<file path="src/rtl/core/lfrbs_pkg.sv">
// Shared types, constants and helpers for the LCD fill-rectangle byte sequencer.
// Used by lfrbs_clip and lcd_fill_rect_byte_sequencer_unit; no dependencies.
`timescale 1ns / 1ps

package lfrbs_pkg;

	// Default largest panel dimension.
	localparam int MAX_DIM_DEF = 1024;

	// Configuration port.
	localparam int CFG_IDX_W  = 1;
	localparam int CFG_DATA_W = 11;

	typedef enum logic [CFG_IDX_W-1:0] {
		REG_PANEL_WIDTH  = 1'b0,
		REG_PANEL_HEIGHT = 1'b1
	} cfg_reg_t;

	// Request kinds, carried on the input tuser.
	typedef enum logic [1:0] {
		KIND_FILL    = 2'd0,
		KIND_ROTATE  = 2'd1,
		KIND_INVERT  = 2'd2,
		KIND_ADVANCE = 2'd3
	} kind_t;

	// Input tdata layout, lowest bit first.
	localparam int FLD_W       = 16;
	localparam int OFS_RECT_X  = 0;
	localparam int OFS_RECT_Y  = 16;
	localparam int OFS_RECT_W  = 32;
	localparam int OFS_RECT_H  = 48;
	localparam int OFS_COLOR   = 64;
	localparam int OFS_ROT     = 80;
	localparam int ROT_W       = 8;
	localparam int OFS_INVERT  = 88;
	localparam int S_TDATA_W   = 96;
	localparam int S_TUSER_W   = 2;
	localparam int M_TDATA_W   = 8;
	localparam int M_TUSER_W   = 2;

	// Normalized coordinate width (covers x + w + 1 and x + w - 1 of 16-bit operands).
	localparam int GEO_W = 18;

	// Panel command codes.
	localparam logic [7:0] CMD_CASET  = 8'h2A;
	localparam logic [7:0] CMD_PASET  = 8'h2B;
	localparam logic [7:0] CMD_RAMWR  = 8'h2C;
	localparam logic [7:0] CMD_MADCTL = 8'h36;
	localparam logic [7:0] CMD_INVOFF = 8'h20;
	localparam logic [7:0] CMD_INVON  = 8'h21;

	// Memory-access-control bits.
	localparam logic [7:0] ACC_ROW_FLIP  = 8'h80;
	localparam logic [7:0] ACC_COL_FLIP  = 8'h40;
	localparam logic [7:0] ACC_AXIS_SWAP = 8'h20;
	localparam logic [7:0] ACC_BGR_ORDER = 8'h08;

	// Sequencer phases, one-hot.
	typedef enum logic [15:0] {
		PH_IDLE   = 16'h0001,
		PH_CASET  = 16'h0002,
		PH_XS_HI  = 16'h0004,
		PH_XS_LO  = 16'h0008,
		PH_XE_HI  = 16'h0010,
		PH_XE_LO  = 16'h0020,
		PH_PASET  = 16'h0040,
		PH_YS_HI  = 16'h0080,
		PH_YS_LO  = 16'h0100,
		PH_YE_HI  = 16'h0200,
		PH_YE_LO  = 16'h0400,
		PH_RAMWR  = 16'h0800,
		PH_PIXEL  = 16'h1000,
		PH_MADCTL = 16'h2000,
		PH_MADPAR = 16'h4000,
		PH_INV    = 16'h8000
	} phase_t;

	// One result byte with its framing flags.
	typedef struct packed {
		logic [7:0] spi_byte;
		logic       is_data;
		logic       end_of_transfer;
		logic       last_byte;
	} out_item_t;

	// Memory-access-control parameter for a rotation.
	function automatic logic [7:0] madctl_param(input logic [1:0] rot);
		logic [7:0] p;
		case (rot)
			2'd0:    p = ACC_COL_FLIP | ACC_BGR_ORDER;
			2'd1:    p = ACC_AXIS_SWAP | ACC_BGR_ORDER;
			2'd2:    p = ACC_ROW_FLIP | ACC_BGR_ORDER;
			default: p = ACC_ROW_FLIP | ACC_COL_FLIP | ACC_AXIS_SWAP | ACC_BGR_ORDER;
		endcase
		return p;
	endfunction

endpackage

</file>
<file path="src/rtl/core/lfrbs_clip.sv">
// Rectangle clipper: drops empty or off-screen rectangles and clips the rest
// to the panel. Depends on lfrbs_pkg.
`timescale 1ns / 1ps

module lfrbs_clip #(
	parameter int MAX_DIM = lfrbs_pkg::MAX_DIM_DEF,
	parameter int COORD_W = $clog2(MAX_DIM),
	parameter int DIM_W   = $clog2(MAX_DIM + 1)
) (
	input  logic signed [lfrbs_pkg::GEO_W-1:0]      x_lo,
	input  logic signed [lfrbs_pkg::GEO_W-1:0]      x_hi,
	input  logic signed [lfrbs_pkg::GEO_W-1:0]      y_lo,
	input  logic signed [lfrbs_pkg::GEO_W-1:0]      y_hi,
	input  logic                                    empty,
	input  logic [lfrbs_pkg::CFG_DATA_W-1:0]        panel_width,
	input  logic [lfrbs_pkg::CFG_DATA_W-1:0]        panel_height,
	output logic                                    keep,
	output logic [COORD_W-1:0]                      xs,
	output logic [COORD_W:0]                        xe,
	output logic [COORD_W-1:0]                      ys,
	output logic [COORD_W:0]                        ye,
	output logic [DIM_W-1:0]                        cw,
	output logic [DIM_W-1:0]                        ch
);
	import lfrbs_pkg::*;

	localparam int EXT_W = (CFG_DATA_W > DIM_W) ? CFG_DATA_W : DIM_W;
	localparam logic [EXT_W-1:0] MAX_EXT = EXT_W'(MAX_DIM);

	logic [EXT_W-1:0]        pw_ext, ph_ext;
	logic signed [GEO_W-1:0] pw_s, ph_s;
	logic signed [GEO_W-1:0] xs_g, xe_g, ys_g, ye_g, cw_g, ch_g;

	// Saturate panel size to the largest supported dimension
	always_comb begin
		pw_ext = EXT_W'(panel_width);
		ph_ext = EXT_W'(panel_height);
		if (pw_ext > MAX_EXT) pw_ext = MAX_EXT;
		if (ph_ext > MAX_EXT) ph_ext = MAX_EXT;
		pw_s = signed'(GEO_W'(pw_ext));
		ph_s = signed'(GEO_W'(ph_ext));
	end

	// Reject empty and fully off-screen rectangles
	assign keep = !empty && (x_lo < pw_s) && (y_lo < ph_s) && (x_hi >= 0) && (y_hi >= 0);

	// Clip each edge to the visible area
	always_comb begin
		xs_g = (x_lo < 0) ? '0 : x_lo;
		ys_g = (y_lo < 0) ? '0 : y_lo;
		xe_g = (x_hi >= pw_s) ? pw_s - GEO_W'(1) : x_hi;
		ye_g = (y_hi >= ph_s) ? ph_s - GEO_W'(1) : y_hi;
		cw_g = xe_g - xs_g + GEO_W'(1);
		ch_g = ye_g - ys_g + GEO_W'(1);
	end

	// End edges keep a sign bit: a zero panel size clips them to minus one
	assign xs = xs_g[COORD_W-1:0];
	assign xe = xe_g[COORD_W:0];
	assign ys = ys_g[COORD_W-1:0];
	assign ye = ye_g[COORD_W:0];
	assign cw = cw_g[DIM_W-1:0];
	assign ch = ch_g[DIM_W-1:0];

endmodule

</file>
<file path="src/rtl/core/lcd_fill_rect_byte_sequencer_unit.sv">
// Top level of the LCD fill-rectangle byte sequencer: input register, phase
// sequencer and two-entry output buffer. Depends on lfrbs_pkg and lfrbs_clip.
//
//  channel | direction | handshake          | payload
//  --------+-----------+--------------------+-----------------------------------------
//  s_*     | in        | s_tvalid/s_tready  | tdata: request fields, tuser: kind
//  m_*     | out       | m_tvalid/m_tready  | tdata: spi_byte, tlast: end_of_transfer,
//          |           |                    | tuser: is_data, last_byte
//  cfg_*   | in        | cfg_we             | cfg_index selects panel width or height
//
// One transaction per cycle is accepted while s_tready is high; a request is decoded in
// the cycle after acceptance, and an advance's byte is registered into the output buffer.
// The pixel count is formed by one multiply while the column command goes out.
// s_tready drops only when an advance waits in the input register while the sequencer
// is busy and both output buffer entries are full. Reset clears the sequencer to idle
// with an empty buffer and panel size 240 x 320.
`timescale 1ns / 1ps

module lcd_fill_rect_byte_sequencer_unit #(
	parameter int MAX_DIM = lfrbs_pkg::MAX_DIM_DEF
) (
	input  logic                                clk,
	input  logic                                arst_n,
	input  logic                                cfg_we,
	input  logic [lfrbs_pkg::CFG_IDX_W-1:0]     cfg_index,
	input  logic [lfrbs_pkg::CFG_DATA_W-1:0]    cfg_wdata,
	input  logic                                s_tvalid,
	output logic                                s_tready,
	// rect_x[15:0], rect_y[31:16], rect_w[47:32], rect_h[63:48], fill_color[79:64],
	// rotation_sel[87:80], invert_on[88], zero fill [95:89]
	input  logic [lfrbs_pkg::S_TDATA_W-1:0]     s_tdata,
	// kind[1:0]
	input  logic [lfrbs_pkg::S_TUSER_W-1:0]     s_tuser,
	output logic                                m_tvalid,
	input  logic                                m_tready,
	// spi_byte[7:0]
	output logic [lfrbs_pkg::M_TDATA_W-1:0]     m_tdata,
	output logic                                m_tlast,
	// is_data[0], last_byte[1]
	output logic [lfrbs_pkg::M_TUSER_W-1:0]     m_tuser
);
	import lfrbs_pkg::*;

	localparam int COORD_W = $clog2(MAX_DIM);
	localparam int DIM_W   = $clog2(MAX_DIM + 1);
	localparam int PBL_W   = 2 * DIM_W + 1;

	// Configuration registers
	logic [CFG_DATA_W-1:0] panel_width_q, panel_height_q;

	always_ff @(posedge clk or negedge arst_n) begin
		if (!arst_n) begin
			panel_width_q  <= CFG_DATA_W'(240);
			panel_height_q <= CFG_DATA_W'(320);
		end else if (cfg_we) begin
			unique case (cfg_reg_t'(cfg_index))
				REG_PANEL_WIDTH:  panel_width_q  <= cfg_wdata;
				REG_PANEL_HEIGHT: panel_height_q <= cfg_wdata;
				default: ;
			endcase
		end
	end

	// Unpack and normalize the incoming request
	logic signed [FLD_W-1:0] in_x, in_y, in_w, in_h;
	logic signed [GEO_W-1:0] x_ext, y_ext, w_ext, h_ext;
	logic signed [GEO_W-1:0] x_lo_d, x_hi_d, y_lo_d, y_hi_d;

	assign in_x = signed'(s_tdata[OFS_RECT_X +: FLD_W]);
	assign in_y = signed'(s_tdata[OFS_RECT_Y +: FLD_W]);
	assign in_w = signed'(s_tdata[OFS_RECT_W +: FLD_W]);
	assign in_h = signed'(s_tdata[OFS_RECT_H +: FLD_W]);
	assign x_ext = GEO_W'(in_x);
	assign y_ext = GEO_W'(in_y);
	assign w_ext = GEO_W'(in_w);
	assign h_ext = GEO_W'(in_h);

	always_comb begin
		if (in_w[FLD_W-1]) begin
			x_lo_d = x_ext + w_ext + GEO_W'(1);
			x_hi_d = x_ext;
		end else begin
			x_lo_d = x_ext;
			x_hi_d = x_ext + w_ext - GEO_W'(1);
		end
		if (in_h[FLD_W-1]) begin
			y_lo_d = y_ext + h_ext + GEO_W'(1);
			y_hi_d = y_ext;
		end else begin
			y_lo_d = y_ext;
			y_hi_d = y_ext + h_ext - GEO_W'(1);
		end
	end

	// Input register
	logic                    valid_s1;
	kind_t                   kind_s1;
	logic signed [GEO_W-1:0] x_lo_s1, x_hi_s1, y_lo_s1, y_hi_s1;
	logic                    empty_s1;
	logic [FLD_W-1:0]        color_s1;
	logic [1:0]              rot_s1;
	logic                    inv_s1;
	logic                    stall_s1;
	logic                    in_fire;

	assign s_tready = !stall_s1;
	assign in_fire  = s_tvalid && s_tready;

	always_ff @(posedge clk or negedge arst_n) begin
		if (!arst_n) begin
			valid_s1 <= 1'b0;
		end else if (!stall_s1) begin
			valid_s1 <= s_tvalid;
		end
	end

	always_ff @(posedge clk) begin
		if (in_fire) begin
			kind_s1  <= kind_t'(s_tuser);
			x_lo_s1  <= x_lo_d;
			x_hi_s1  <= x_hi_d;
			y_lo_s1  <= y_lo_d;
			y_hi_s1  <= y_hi_d;
			empty_s1 <= (in_w == '0) || (in_h == '0);
			color_s1 <= s_tdata[OFS_COLOR +: FLD_W];
			rot_s1   <= s_tdata[OFS_ROT +: 2];
			inv_s1   <= s_tdata[OFS_INVERT];
		end
	end

	// Clip the registered rectangle
	logic               clip_keep;
	logic [COORD_W-1:0] clip_xs, clip_ys;
	logic [COORD_W:0]   clip_xe, clip_ye;
	logic [DIM_W-1:0]   clip_cw, clip_ch;

	lfrbs_clip #(
		.MAX_DIM (MAX_DIM),
		.COORD_W (COORD_W),
		.DIM_W   (DIM_W)
	) u_clip (
		.x_lo         (x_lo_s1),
		.x_hi         (x_hi_s1),
		.y_lo         (y_lo_s1),
		.y_hi         (y_hi_s1),
		.empty        (empty_s1),
		.panel_width  (panel_width_q),
		.panel_height (panel_height_q),
		.keep         (clip_keep),
		.xs           (clip_xs),
		.xe           (clip_xe),
		.ys           (clip_ys),
		.ye           (clip_ye),
		.cw           (clip_cw),
		.ch           (clip_ch)
	);

	// Sequencer state
	phase_t             phase_q, phase_d;
	logic [COORD_W-1:0] win_xs_q, win_ys_q;
	logic [COORD_W:0]   win_xe_q, win_ye_q;
	logic [DIM_W-1:0]   cw_q, ch_q;
	logic [FLD_W-1:0]   held_color_q;
	logic [PBL_W-1:0]   pbl_q, pbl_dec;
	logic [7:0]         pending_param_q;
	logic [2*DIM_W-1:0] area;
	logic [15:0]        xs16, xe16, ys16, ye16;

	logic      load_fill, load_rot, load_inv;
	logic      res_valid;
	out_item_t res;
	logic      buf_space;

	assign area    = cw_q * ch_q;
	assign pbl_dec = pbl_q - PBL_W'(1);
	assign xs16    = 16'(win_xs_q);
	assign xe16    = 16'(signed'(win_xe_q));
	assign ys16    = 16'(win_ys_q);
	assign ye16    = 16'(signed'(win_ye_q));

	// Hold an advance in the input register while busy with the output buffer full
	assign stall_s1 = valid_s1 && (kind_s1 == KIND_ADVANCE) && (phase_q != PH_IDLE)
		&& !buf_space;

	// Decode the request or emit the byte for the current phase
	always_comb begin
		phase_d             = phase_q;
		load_fill           = 1'b0;
		load_rot            = 1'b0;
		load_inv            = 1'b0;
		res_valid           = 1'b0;
		res.spi_byte        = '0;
		res.is_data         = 1'b1;
		res.end_of_transfer = 1'b0;
		res.last_byte       = 1'b0;
		if (valid_s1 && !stall_s1) begin
			if (kind_s1 != KIND_ADVANCE) begin
				if (phase_q == PH_IDLE) begin
					unique case (kind_s1)
						KIND_FILL: begin
							if (clip_keep) begin
								load_fill = 1'b1;
								phase_d   = PH_CASET;
							end
						end
						KIND_ROTATE: begin
							load_rot = 1'b1;
							phase_d  = PH_MADCTL;
						end
						default: begin
							load_inv = 1'b1;
							phase_d  = PH_INV;
						end
					endcase
				end
			end else if (phase_q != PH_IDLE) begin
				res_valid = 1'b1;
				unique case (phase_q)
					PH_CASET: begin
						res.spi_byte = CMD_CASET;
						res.is_data  = 1'b0;
						phase_d      = PH_XS_HI;
					end
					PH_XS_HI: begin
						res.spi_byte = xs16[15:8];
						phase_d      = PH_XS_LO;
					end
					PH_XS_LO: begin
						res.spi_byte = xs16[7:0];
						phase_d      = PH_XE_HI;
					end
					PH_XE_HI: begin
						res.spi_byte = xe16[15:8];
						phase_d      = PH_XE_LO;
					end
					PH_XE_LO: begin
						res.spi_byte        = xe16[7:0];
						res.end_of_transfer = 1'b1;
						phase_d             = PH_PASET;
					end
					PH_PASET: begin
						res.spi_byte = CMD_PASET;
						res.is_data  = 1'b0;
						phase_d      = PH_YS_HI;
					end
					PH_YS_HI: begin
						res.spi_byte = ys16[15:8];
						phase_d      = PH_YS_LO;
					end
					PH_YS_LO: begin
						res.spi_byte = ys16[7:0];
						phase_d      = PH_YE_HI;
					end
					PH_YE_HI: begin
						res.spi_byte = ye16[15:8];
						phase_d      = PH_YE_LO;
					end
					PH_YE_LO: begin
						res.spi_byte        = ye16[7:0];
						res.end_of_transfer = 1'b1;
						phase_d             = PH_RAMWR;
					end
					PH_RAMWR: begin
						res.spi_byte        = CMD_RAMWR;
						res.is_data         = 1'b0;
						res.end_of_transfer = 1'b1;
						if (pbl_q != '0) begin
							phase_d = PH_PIXEL;
						end else begin
							res.last_byte = 1'b1;
							phase_d       = PH_IDLE;
						end
					end
					PH_PIXEL: begin
						res.spi_byte = pbl_q[0] ? held_color_q[7:0] : held_color_q[15:8];
						if (pbl_dec == '0) begin
							res.end_of_transfer = 1'b1;
							res.last_byte       = 1'b1;
							phase_d             = PH_IDLE;
						end
					end
					PH_MADCTL: begin
						res.spi_byte = CMD_MADCTL;
						res.is_data  = 1'b0;
						phase_d      = PH_MADPAR;
					end
					PH_MADPAR: begin
						res.spi_byte        = pending_param_q;
						res.end_of_transfer = 1'b1;
						res.last_byte       = 1'b1;
						phase_d             = PH_IDLE;
					end
					PH_INV: begin
						res.spi_byte        = pending_param_q;
						res.is_data         = 1'b0;
						res.end_of_transfer = 1'b1;
						res.last_byte       = 1'b1;
						phase_d             = PH_IDLE;
					end
					default: begin
						res_valid = 1'b0;
					end
				endcase
			end
		end
	end

	// Advance the phase and latch request data
	always_ff @(posedge clk or negedge arst_n) begin
		if (!arst_n) begin
			phase_q         <= PH_IDLE;
			win_xs_q        <= '0;
			win_xe_q        <= '0;
			win_ys_q        <= '0;
			win_ye_q        <= '0;
			cw_q            <= '0;
			ch_q            <= '0;
			held_color_q    <= '0;
			pbl_q           <= '0;
			pending_param_q <= '0;
		end else begin
			phase_q <= phase_d;
			if (load_fill) begin
				win_xs_q     <= clip_xs;
				win_xe_q     <= clip_xe;
				win_ys_q     <= clip_ys;
				win_ye_q     <= clip_ye;
				cw_q         <= clip_cw;
				ch_q         <= clip_ch;
				held_color_q <= color_s1;
			end
			if (load_rot) begin
				pending_param_q <= madctl_param(rot_s1);
			end else if (load_inv) begin
				pending_param_q <= inv_s1 ? CMD_INVON : CMD_INVOFF;
			end
			// form the colour byte count while the column command waits
			if (phase_q == PH_CASET) begin
				pbl_q <= {area, 1'b0};
			end else if (res_valid && (phase_q == PH_PIXEL)) begin
				pbl_q <= pbl_dec;
			end
		end
	end

	// Two-entry output buffer
	out_item_t  buf_q [2];
	logic       wr_ptr_q, rd_ptr_q;
	logic [1:0] cnt_q;
	logic       out_fire;

	assign buf_space = (cnt_q != 2'd2);
	assign m_tvalid  = (cnt_q != 2'd0);
	assign out_fire  = m_tvalid && m_tready;
	assign m_tdata   = buf_q[rd_ptr_q].spi_byte;
	assign m_tlast   = buf_q[rd_ptr_q].end_of_transfer;
	assign m_tuser   = {buf_q[rd_ptr_q].last_byte, buf_q[rd_ptr_q].is_data};

	always_ff @(posedge clk) begin
		if (res_valid) begin
			buf_q[wr_ptr_q] <= res;
		end
	end

	always_ff @(posedge clk or negedge arst_n) begin
		if (!arst_n) begin
			wr_ptr_q <= 1'b0;
			rd_ptr_q <= 1'b0;
			cnt_q    <= 2'd0;
		end else begin
			if (res_valid) wr_ptr_q <= !wr_ptr_q;
			if (out_fire)  rd_ptr_q <= !rd_ptr_q;
			case ({res_valid, out_fire})
				2'b10:   cnt_q <= cnt_q + 2'd1;
				2'b01:   cnt_q <= cnt_q - 2'd1;
				default: cnt_q <= cnt_q;
			endcase
		end
	end

endmodule

</file>
<file path="config.mk">
export PLATFORM = sky130hd
export DESIGN_NAME = lcd_fill_rect_byte_sequencer_unit
export DESIGN_NICKNAME = d
export VERILOG_FILES = /design/src/rtl/core/lfrbs_pkg.sv /design/src/rtl/core/lfrbs_clip.sv /design/src/rtl/core/lcd_fill_rect_byte_sequencer_unit.sv
export SDC_FILE = /design/constraint.sdc
export NUM_CORES = 1
export LEC_CHECK = 0
export ABC_CLOCK_PERIOD_IN_PS = 7900
export BUFFER_PORTS_ARGS = -buffer_cell sky130_fd_sc_hd__buf_2
export CORE_ASPECT_RATIO = 0.75
export CORE_MARGIN = 5
export CORE_UTILIZATION = 50
export DETAILED_ROUTE_END_ITERATION = 10
export PLACE_DENSITY = 0.78
export SYNTH_ARGS = -nofsm -noshare
export SYNTH_HDL_FRONTEND = slang
export SYNTH_HIERARCHICAL = 1
export SYNTH_SLANG_ARGS = --single-unit
</file>
<file path="constraint.sdc">
create_clock -name clk -period 7.9 [get_ports clk]
set_clock_uncertainty 0.15 [all_clocks]
set_input_delay 0.395 -clock clk [delete_from_list [all_inputs] [get_ports clk]]
set_output_delay 0.395 -clock clk [all_outputs]
set_load 0.05 [all_outputs]
</file>
After elaboration in Yosys (flattened, before gate mapping) --
Memories as Yosys holds them, arrays and structs flattened. Index checks and enable logic that the tools add are counted.
Cells by class: add/sub/neg operators 15, $mul 1, divide/modulo/power cells 0, magnitude comparators 10, equal/unequal tests 28, shifts and indexed selects 0, multiplexer cells 54, bitwise gates (word level) 1, reductions and logical operators 37
Operator list (number):
- $pmux W16 S14 | 1
- $pmux W8 S14 | 1
- $mux W11 | 9
- $mux W16 | 5
- $mux W18 | 4
- $mux W23 | 2
- $add A17 B2 Y18 const B | 2
- $ge A18 B1 Y1 const B | 2
- $ge A18 B12 Y1 | 2
- $lt A18 B1 Y1 const B | 2
- $lt A18 B12 Y1 | 2
- $sub A17 B2 Y18 const B | 2
- $add A16 B16 Y17 | 2
- $logic_not A16 Y1 | 2
- $pmux W16 S2 | 1
- $mux W8 | 3
- $pmux W8 S3 | 1
- $logic_not A23 Y1 | 1
- $reduce_bool A23 Y1 | 1
- $sub A23 B1 Y23 const B | 1
- $add A11 B2 Y11 const B | 2
- $gt A11 B11 Y1 const B | 2
- $mul A11 B11 Y22 | 1
- $mux W1 | 22
- other kinds (43) | 73
Storage, ports and cells: register bits 248, bits in latches 0, bits in writable memories 22, bits in read-only memories 0, input port bits 115, output and inout port bits 13, word-level logic and storage cells 172, memories kept 1
Memory list:
- buf_q | words 2, width 11, rd ports 1, clocked after memory_dff 0, wr ports 1, RTL line lcd_fill_rect_byte_sequencer_unit.sv:347 | out_item_t buf_q [2];

Depth between registers and ports, before layout --
word-level depth 12, depth in mapped cells 24

Cells and area by module --
The synthesis kept the hierarchy.
Modules (own cells, without submodules):
- lcd_fill_rect_byte_sequencer_unit | times used 1, cells an instance 1853, area an instance 18904.4 um2, seq. area each 7270.7 um2
- lfrbs_clip | times used 1, cells an instance 418, area an instance 3052.9 um2, seq. area each 0.0 um2

Worst setup path before layout --
Ideal clock, no wire load.
path type flip-flop to flip-flop, start register panel_width_q[3], end register cw_q[9], data arrival time 5541 ps, data required time 7625 ps, path slack 2085 ps, stages on the path, launching flop included 25, clock period less this slack 5815 ps, path through dfrtp_1 > or4_4 > nor4_2 > nand2_1 > o21ai_2 > nand2_1 > ha_1 > a21o_1 > a21oi_1 > nor3b_1 > o311a_1 > nor2_1 > clkbuf_1 > a21oi_1 > ha_1 > inv_1 > ha_1 > fa_1 > a21o_1 > a21oi_1 > o21bai_1 > a21oi_1 > o21ai_0 > xor2_1 > mux2_2
Between the ends: elaborated cells on any way between the ends 17
RTL lines:
- from (decl) | RTL line lcd_fill_rect_byte_sequencer_unit.sv:49 | logic [CFG_DATA_W-1:0] panel_width_q, panel_height_q;
- from (signal assigned) | RTL line lcd_fill_rect_byte_sequencer_unit.sv:57 | REG_PANEL_WIDTH: panel_width_q <= cfg_wdata;
- $gt A11 B11 Y1 | RTL line lfrbs_clip.sv:38 | if (pw_ext > MAX_EXT) pw_ext = MAX_EXT;
- $mux W11 (*) | RTL line lfrbs_clip.sv:38
- $ge A18 B12 Y1 or $sub A11 B1 Y11 (tied branches) | RTL line lfrbs_clip.sv:51 | xe_g = (x_hi >= pw_s) ? pw_s - GEO_W'(1) : x_hi;
- $mux W11 (*) | RTL line lfrbs_clip.sv:51
- $sub A11 B11 Y11 (*) | RTL line lfrbs_clip.sv:53 | cw_g = xe_g - xs_g + GEO_W'(1);
- $add A11 B2 Y11 (*) | RTL line lfrbs_clip.sv:53
- net clip_cw[9] | RTL line lcd_fill_rect_byte_sequencer_unit.sv:135 | logic [DIM_W-1:0] clip_cw, clip_ch;
- to (signal assigned) | RTL line lcd_fill_rect_byte_sequencer_unit.sv:328 | cw_q <= clip_cw;
- to (decl) | RTL line lcd_fill_rect_byte_sequencer_unit.sv:162 | logic [DIM_W-1:0] cw_q, ch_q;
Mark *: on every way through the listed nets, which the timed path passes. The rest lies on a longest branch. A chain may end at the register's enable or synchronous reset.

Worst setup path after layout --
start register panel_width_q[3], end register cw_q[10]
Between the ends: elaborated cells on any way between the ends 17
RTL lines:
- $gt A11 B11 Y1 | RTL line lfrbs_clip.sv:38
- $mux W11 (*) | RTL line lfrbs_clip.sv:38
- $ge A18 B12 Y1 or $sub A11 B1 Y11 (tied branches) | RTL line lfrbs_clip.sv:51
- $mux W11 (*) | RTL line lfrbs_clip.sv:51
- net clip_xe[3] | RTL line lcd_fill_rect_byte_sequencer_unit.sv:134 | logic [COORD_W:0] clip_xe, clip_ye;
- $sub A11 B11 Y11 (*) | RTL line lfrbs_clip.sv:53
- $add A11 B2 Y11 (*) | RTL line lfrbs_clip.sv:53
- net clip_cw[10] | RTL line lcd_fill_rect_byte_sequencer_unit.sv:135
Marked as above.

==> results.md <==
- Die area: 48200 sq um
- Delay-heaviest family, CP: compound AO/OA/AOI/OAI gates
- Setup Fix Bufs, Post-CTS: 0
- # IOs: 128
- Port bufs: 114
- Synth top area cells: dfrtp_1, edfxtp_1, ha_1
- Vias: 17741
- Status: completed
- Minimum clock period: 6690 ps
- Vias in the first global route: 17604
- Most used DFF post-synth: dfrtp_1
- DR pass1 iterations: 6
- Hold-fix buffers, CTS: 45
- Max VDD drop: 0.000216 V
- Wirelength per Cell: 18.8 um
- Compound-Gate Fraction of Synth Area: 13.5%
- Post-synth ARST share: 56.6%
- DRC: 0
- Largest net degree at the start of global routing: 81
- Antenna violations before repair: 0
- EDFF count, synth: 116
- F_max: 0.149 GHz
- Part of the cycle the worst path needs: 84.7%
- Layout cell share with drive strength beyond 1: 14.8%
- Top cell type's share of synthesized area: 16.4%
- Synth Area per Inst: 9.67 sq um
- Gr usage total: 22.9%
- Setup TNS: 0 ps
- Vias per cell: 5.95
- Nets@finish: 2769
- CP peak stage delay: 610 ps
- Htree depth: 1
- Cts repair resizes: 0
- Mux cell area share after synthesis: 7.27%
- RSZ-0062 raised after global routing: no
- Site row count: 66
- Post-synthesis simple-gate area fraction: 17.8%
- CORE AREA: 43400 sq um
- Netlist cell types: 93
- Clock latency on the worst-skew pair: 590 ps
- Die Wd: 252 um
- Cell Chain, Critical Path: or4_4, nor4_2, nand2_1, o21ai_2, nand2_1, ha_1, a21o_1, a21oi_1, nor3b_1, o311a_1, nor2_1, buf_4, a21oi_1, a21o_1, ha_1, ha_1, o21ai_1, o21a_1, o21ai_1, nand2_1, o211a_1, a2111oi_2, nand4b_1, mux2_2
- Min-delay worst type: in2reg
- Worst Max-Slew Pin Slew: 1340 ps
- Synth Area in Adders: 18.3%
- Antenna Violating Nets Remaining: 0
- Worst Setup End Kind: flip-flop
- CP max-delay cell: or4_4
- WP data arrival: 7020 ps
- Clock Sinks: 267
- Final Util: 56.5%
- MaxCap Viol Count: 0
- Relative slew slack: 8.66%
- Slew Limit Fails: 0
- Power per cell area: 203 nW/um^2
- Critical Path RT: 8230 ps
- Die Y: 191 um
- Diodes inserted: 0
- Main combinational cell family by area after synthesis: adder cells
- Starting Density: 50.6%
- Lkg Pwr: 10.9 nW
- Synthesized area: 22000 sq um
- CP startpoint kind: flip-flop
- Fin. Hold Viols: 0
- DRT iter0 DRCs: 1598
- Yosys reg bits: 267
- DP HPWL: 43100 um
- First-pass GRT wire length: 91500 um
- CTS root buf: clkbuf_16
- Sum of buffers and inverters on the critical path: 1
- CTS buffer count: 28
- Sequential element share of the synthesized area: 33.1%
- Critical path class: reg2reg
- CTS tree: done
- Syn. warnings: 6
- Setup Viol. Count Final: 0
- Area delta synth->final: 11.6%
- Min Hold Slack: 22.0 ps
- Crit-path max FO: 16
- Syn nets: 2657
- Routability cong.: 0.946
- Clock Tree Buf Depth: 3
- Clock slew at reported path FFs: 60 ps
- Xor and xnor area share after synthesis: 5.25%
- Leading area contributor after synthesis: dfrtp_1
- Cells after Synth: 2271
- Final wirelength: 56000 um
- Congestion Overflow GR: 0
[Yosys cell counts, drive strengths merged (13+ instances only)]
| master | count |
|---|---|
| a21oi | 92 |
| edfxtp | 116 |
| and2 | 80 |
| nor4 | 42 |
| o21a | 21 |
| nor2b | 17 |
| xor2 | 35 |
| inv | 181 |
| mux2 | 128 |
| and3 | 20 |
| ha | 187 |
| or2 | 13 |
| dfrtp | 144 |
| nor2 | 130 |
| or3 | 19 |
| a211oi | 25 |
| clkbuf | 80 |
| xnor2 | 94 |
| fa | 84 |
| nor3 | 57 |
| o21ai | 120 |
| mux2i | 15 |
| nand2 | 193 |
| nand4 | 35 |
| nand2b | 42 |
| a21o | 36 |
| a31oi | 23 |
| nand3 | 36 |
[worst min-delay path, stage by stage]
cell and delay (ps):
buf_2 110, nand2_1 50, o21ai_0 60
[logic make-up after synthesis]
group           Yosys count
simple gates            745
compound gates          443
buf+inv                 272
fa+ha+maj               271
flops                   267
mux                     143
xor+xnor                130
[stage by stage]
stage / std cells / setup WS (ps) / total power [mW] / cell area (sq um)
2_1_floorplan: 2271 / 2080 / 2.97 / 22000
3_3_place_gp: 2886 / 1410 / 3.39 / 23000
3_5_place_dp: 2886 / 1310 / 3.45 / 23000
4_1_cts: 2983 / 1270 / 4.97 / 24500
5_1_grt: 2983 / 849 / 5.24 / 24500
6_report: 2983 / 1210 / 4.96 / 24500
[flip-flops by register name, summed over array words and instances (netlist names), 11 cells and up]
register        count
win_xe_q           11
held_color_q       16
pbl_q              23
color_s1           16
phase_q            16
ch_q               11
buf_q              22
panel_height_q     11
panel_width_q      11
win_ye_q           11
y_lo_s1            18
x_hi_s1            18
cw_q               11
x_lo_s1            18
y_hi_s1            18
[layer usage]
metal  vias up  GRT usage [%]  share of wire (%)
li1       8381              -                  -
met1      8607           32.6                 45
met2       645           37.2                 45
met3       108           3.39                6.6
met4         0           5.84                2.7
met5         -              0                  0
[cells in the final DEF, fill, tap and decap left out, types with 21 or more instances in the layout]
cell             n
nand2_1        193
ha_1           187
inv_1          181
dfrtp_1        144
nor2_1         128
mux2_2         127
edfxtp_1       116
buf_2          113
o21ai_0        112
xnor2_1         94
a21oi_1         92
fa_1            84
and2_1          78
nor3_1          57
dlygate4sd3_1   45
nand2b_1        42
a21o_1          36
nand3_1         36
nor4_1          36
xor2_1          35
nand4_1         35
clkbuf_16       29
a211oi_1        25
a31oi_1         22
o21a_1          21
[report_power, final]
part,internal [mW],leakage [nW],switching [mW],total (mW)
Sequential,1.61,3.13,0.151,1.76
Combinational,0.688,7.27,1.04,1.73
Clock,0.891,0.507,0.586,1.48
Total,3.19,10.9,1.78,4.96
[worst paths after layout]
check,depth (start not counted),slack [ps],end,from
max in group asynchronous,3,5780,pbl_q[0]$_DFFE_PN0P_,arst_n
min reg2reg,1,330,held_color_q[3]$_DFFE_PN0P_,color_s1[3]$_DFFE_PP_
max reg2reg,24,1210,cw_q[10]$_DFFE_PN0P_,panel_width_q[3]$_DFFE_PN0P_
max,24,1210,cw_q[10]$_DFFE_PN0P_,panel_width_q[3]$_DFFE_PN0P_
min in group asynchronous,2,250,pbl_q[12]$_DFFE_PN0P_,arst_n
min,3,20,y_hi_s1[12]$_DFFE_PP_,s_tdata[28]
[layout make-up]
class	count	area (sq um)
repair buffers	172	1120
clock buffers	33	761
inverters	182	683
fillers	3694	18800
well taps	578	723
clock inverters	19	284
flip-flops and latches	267	7270
multi-input cells	1732	13700
Power figures use the tool's default switching activity.
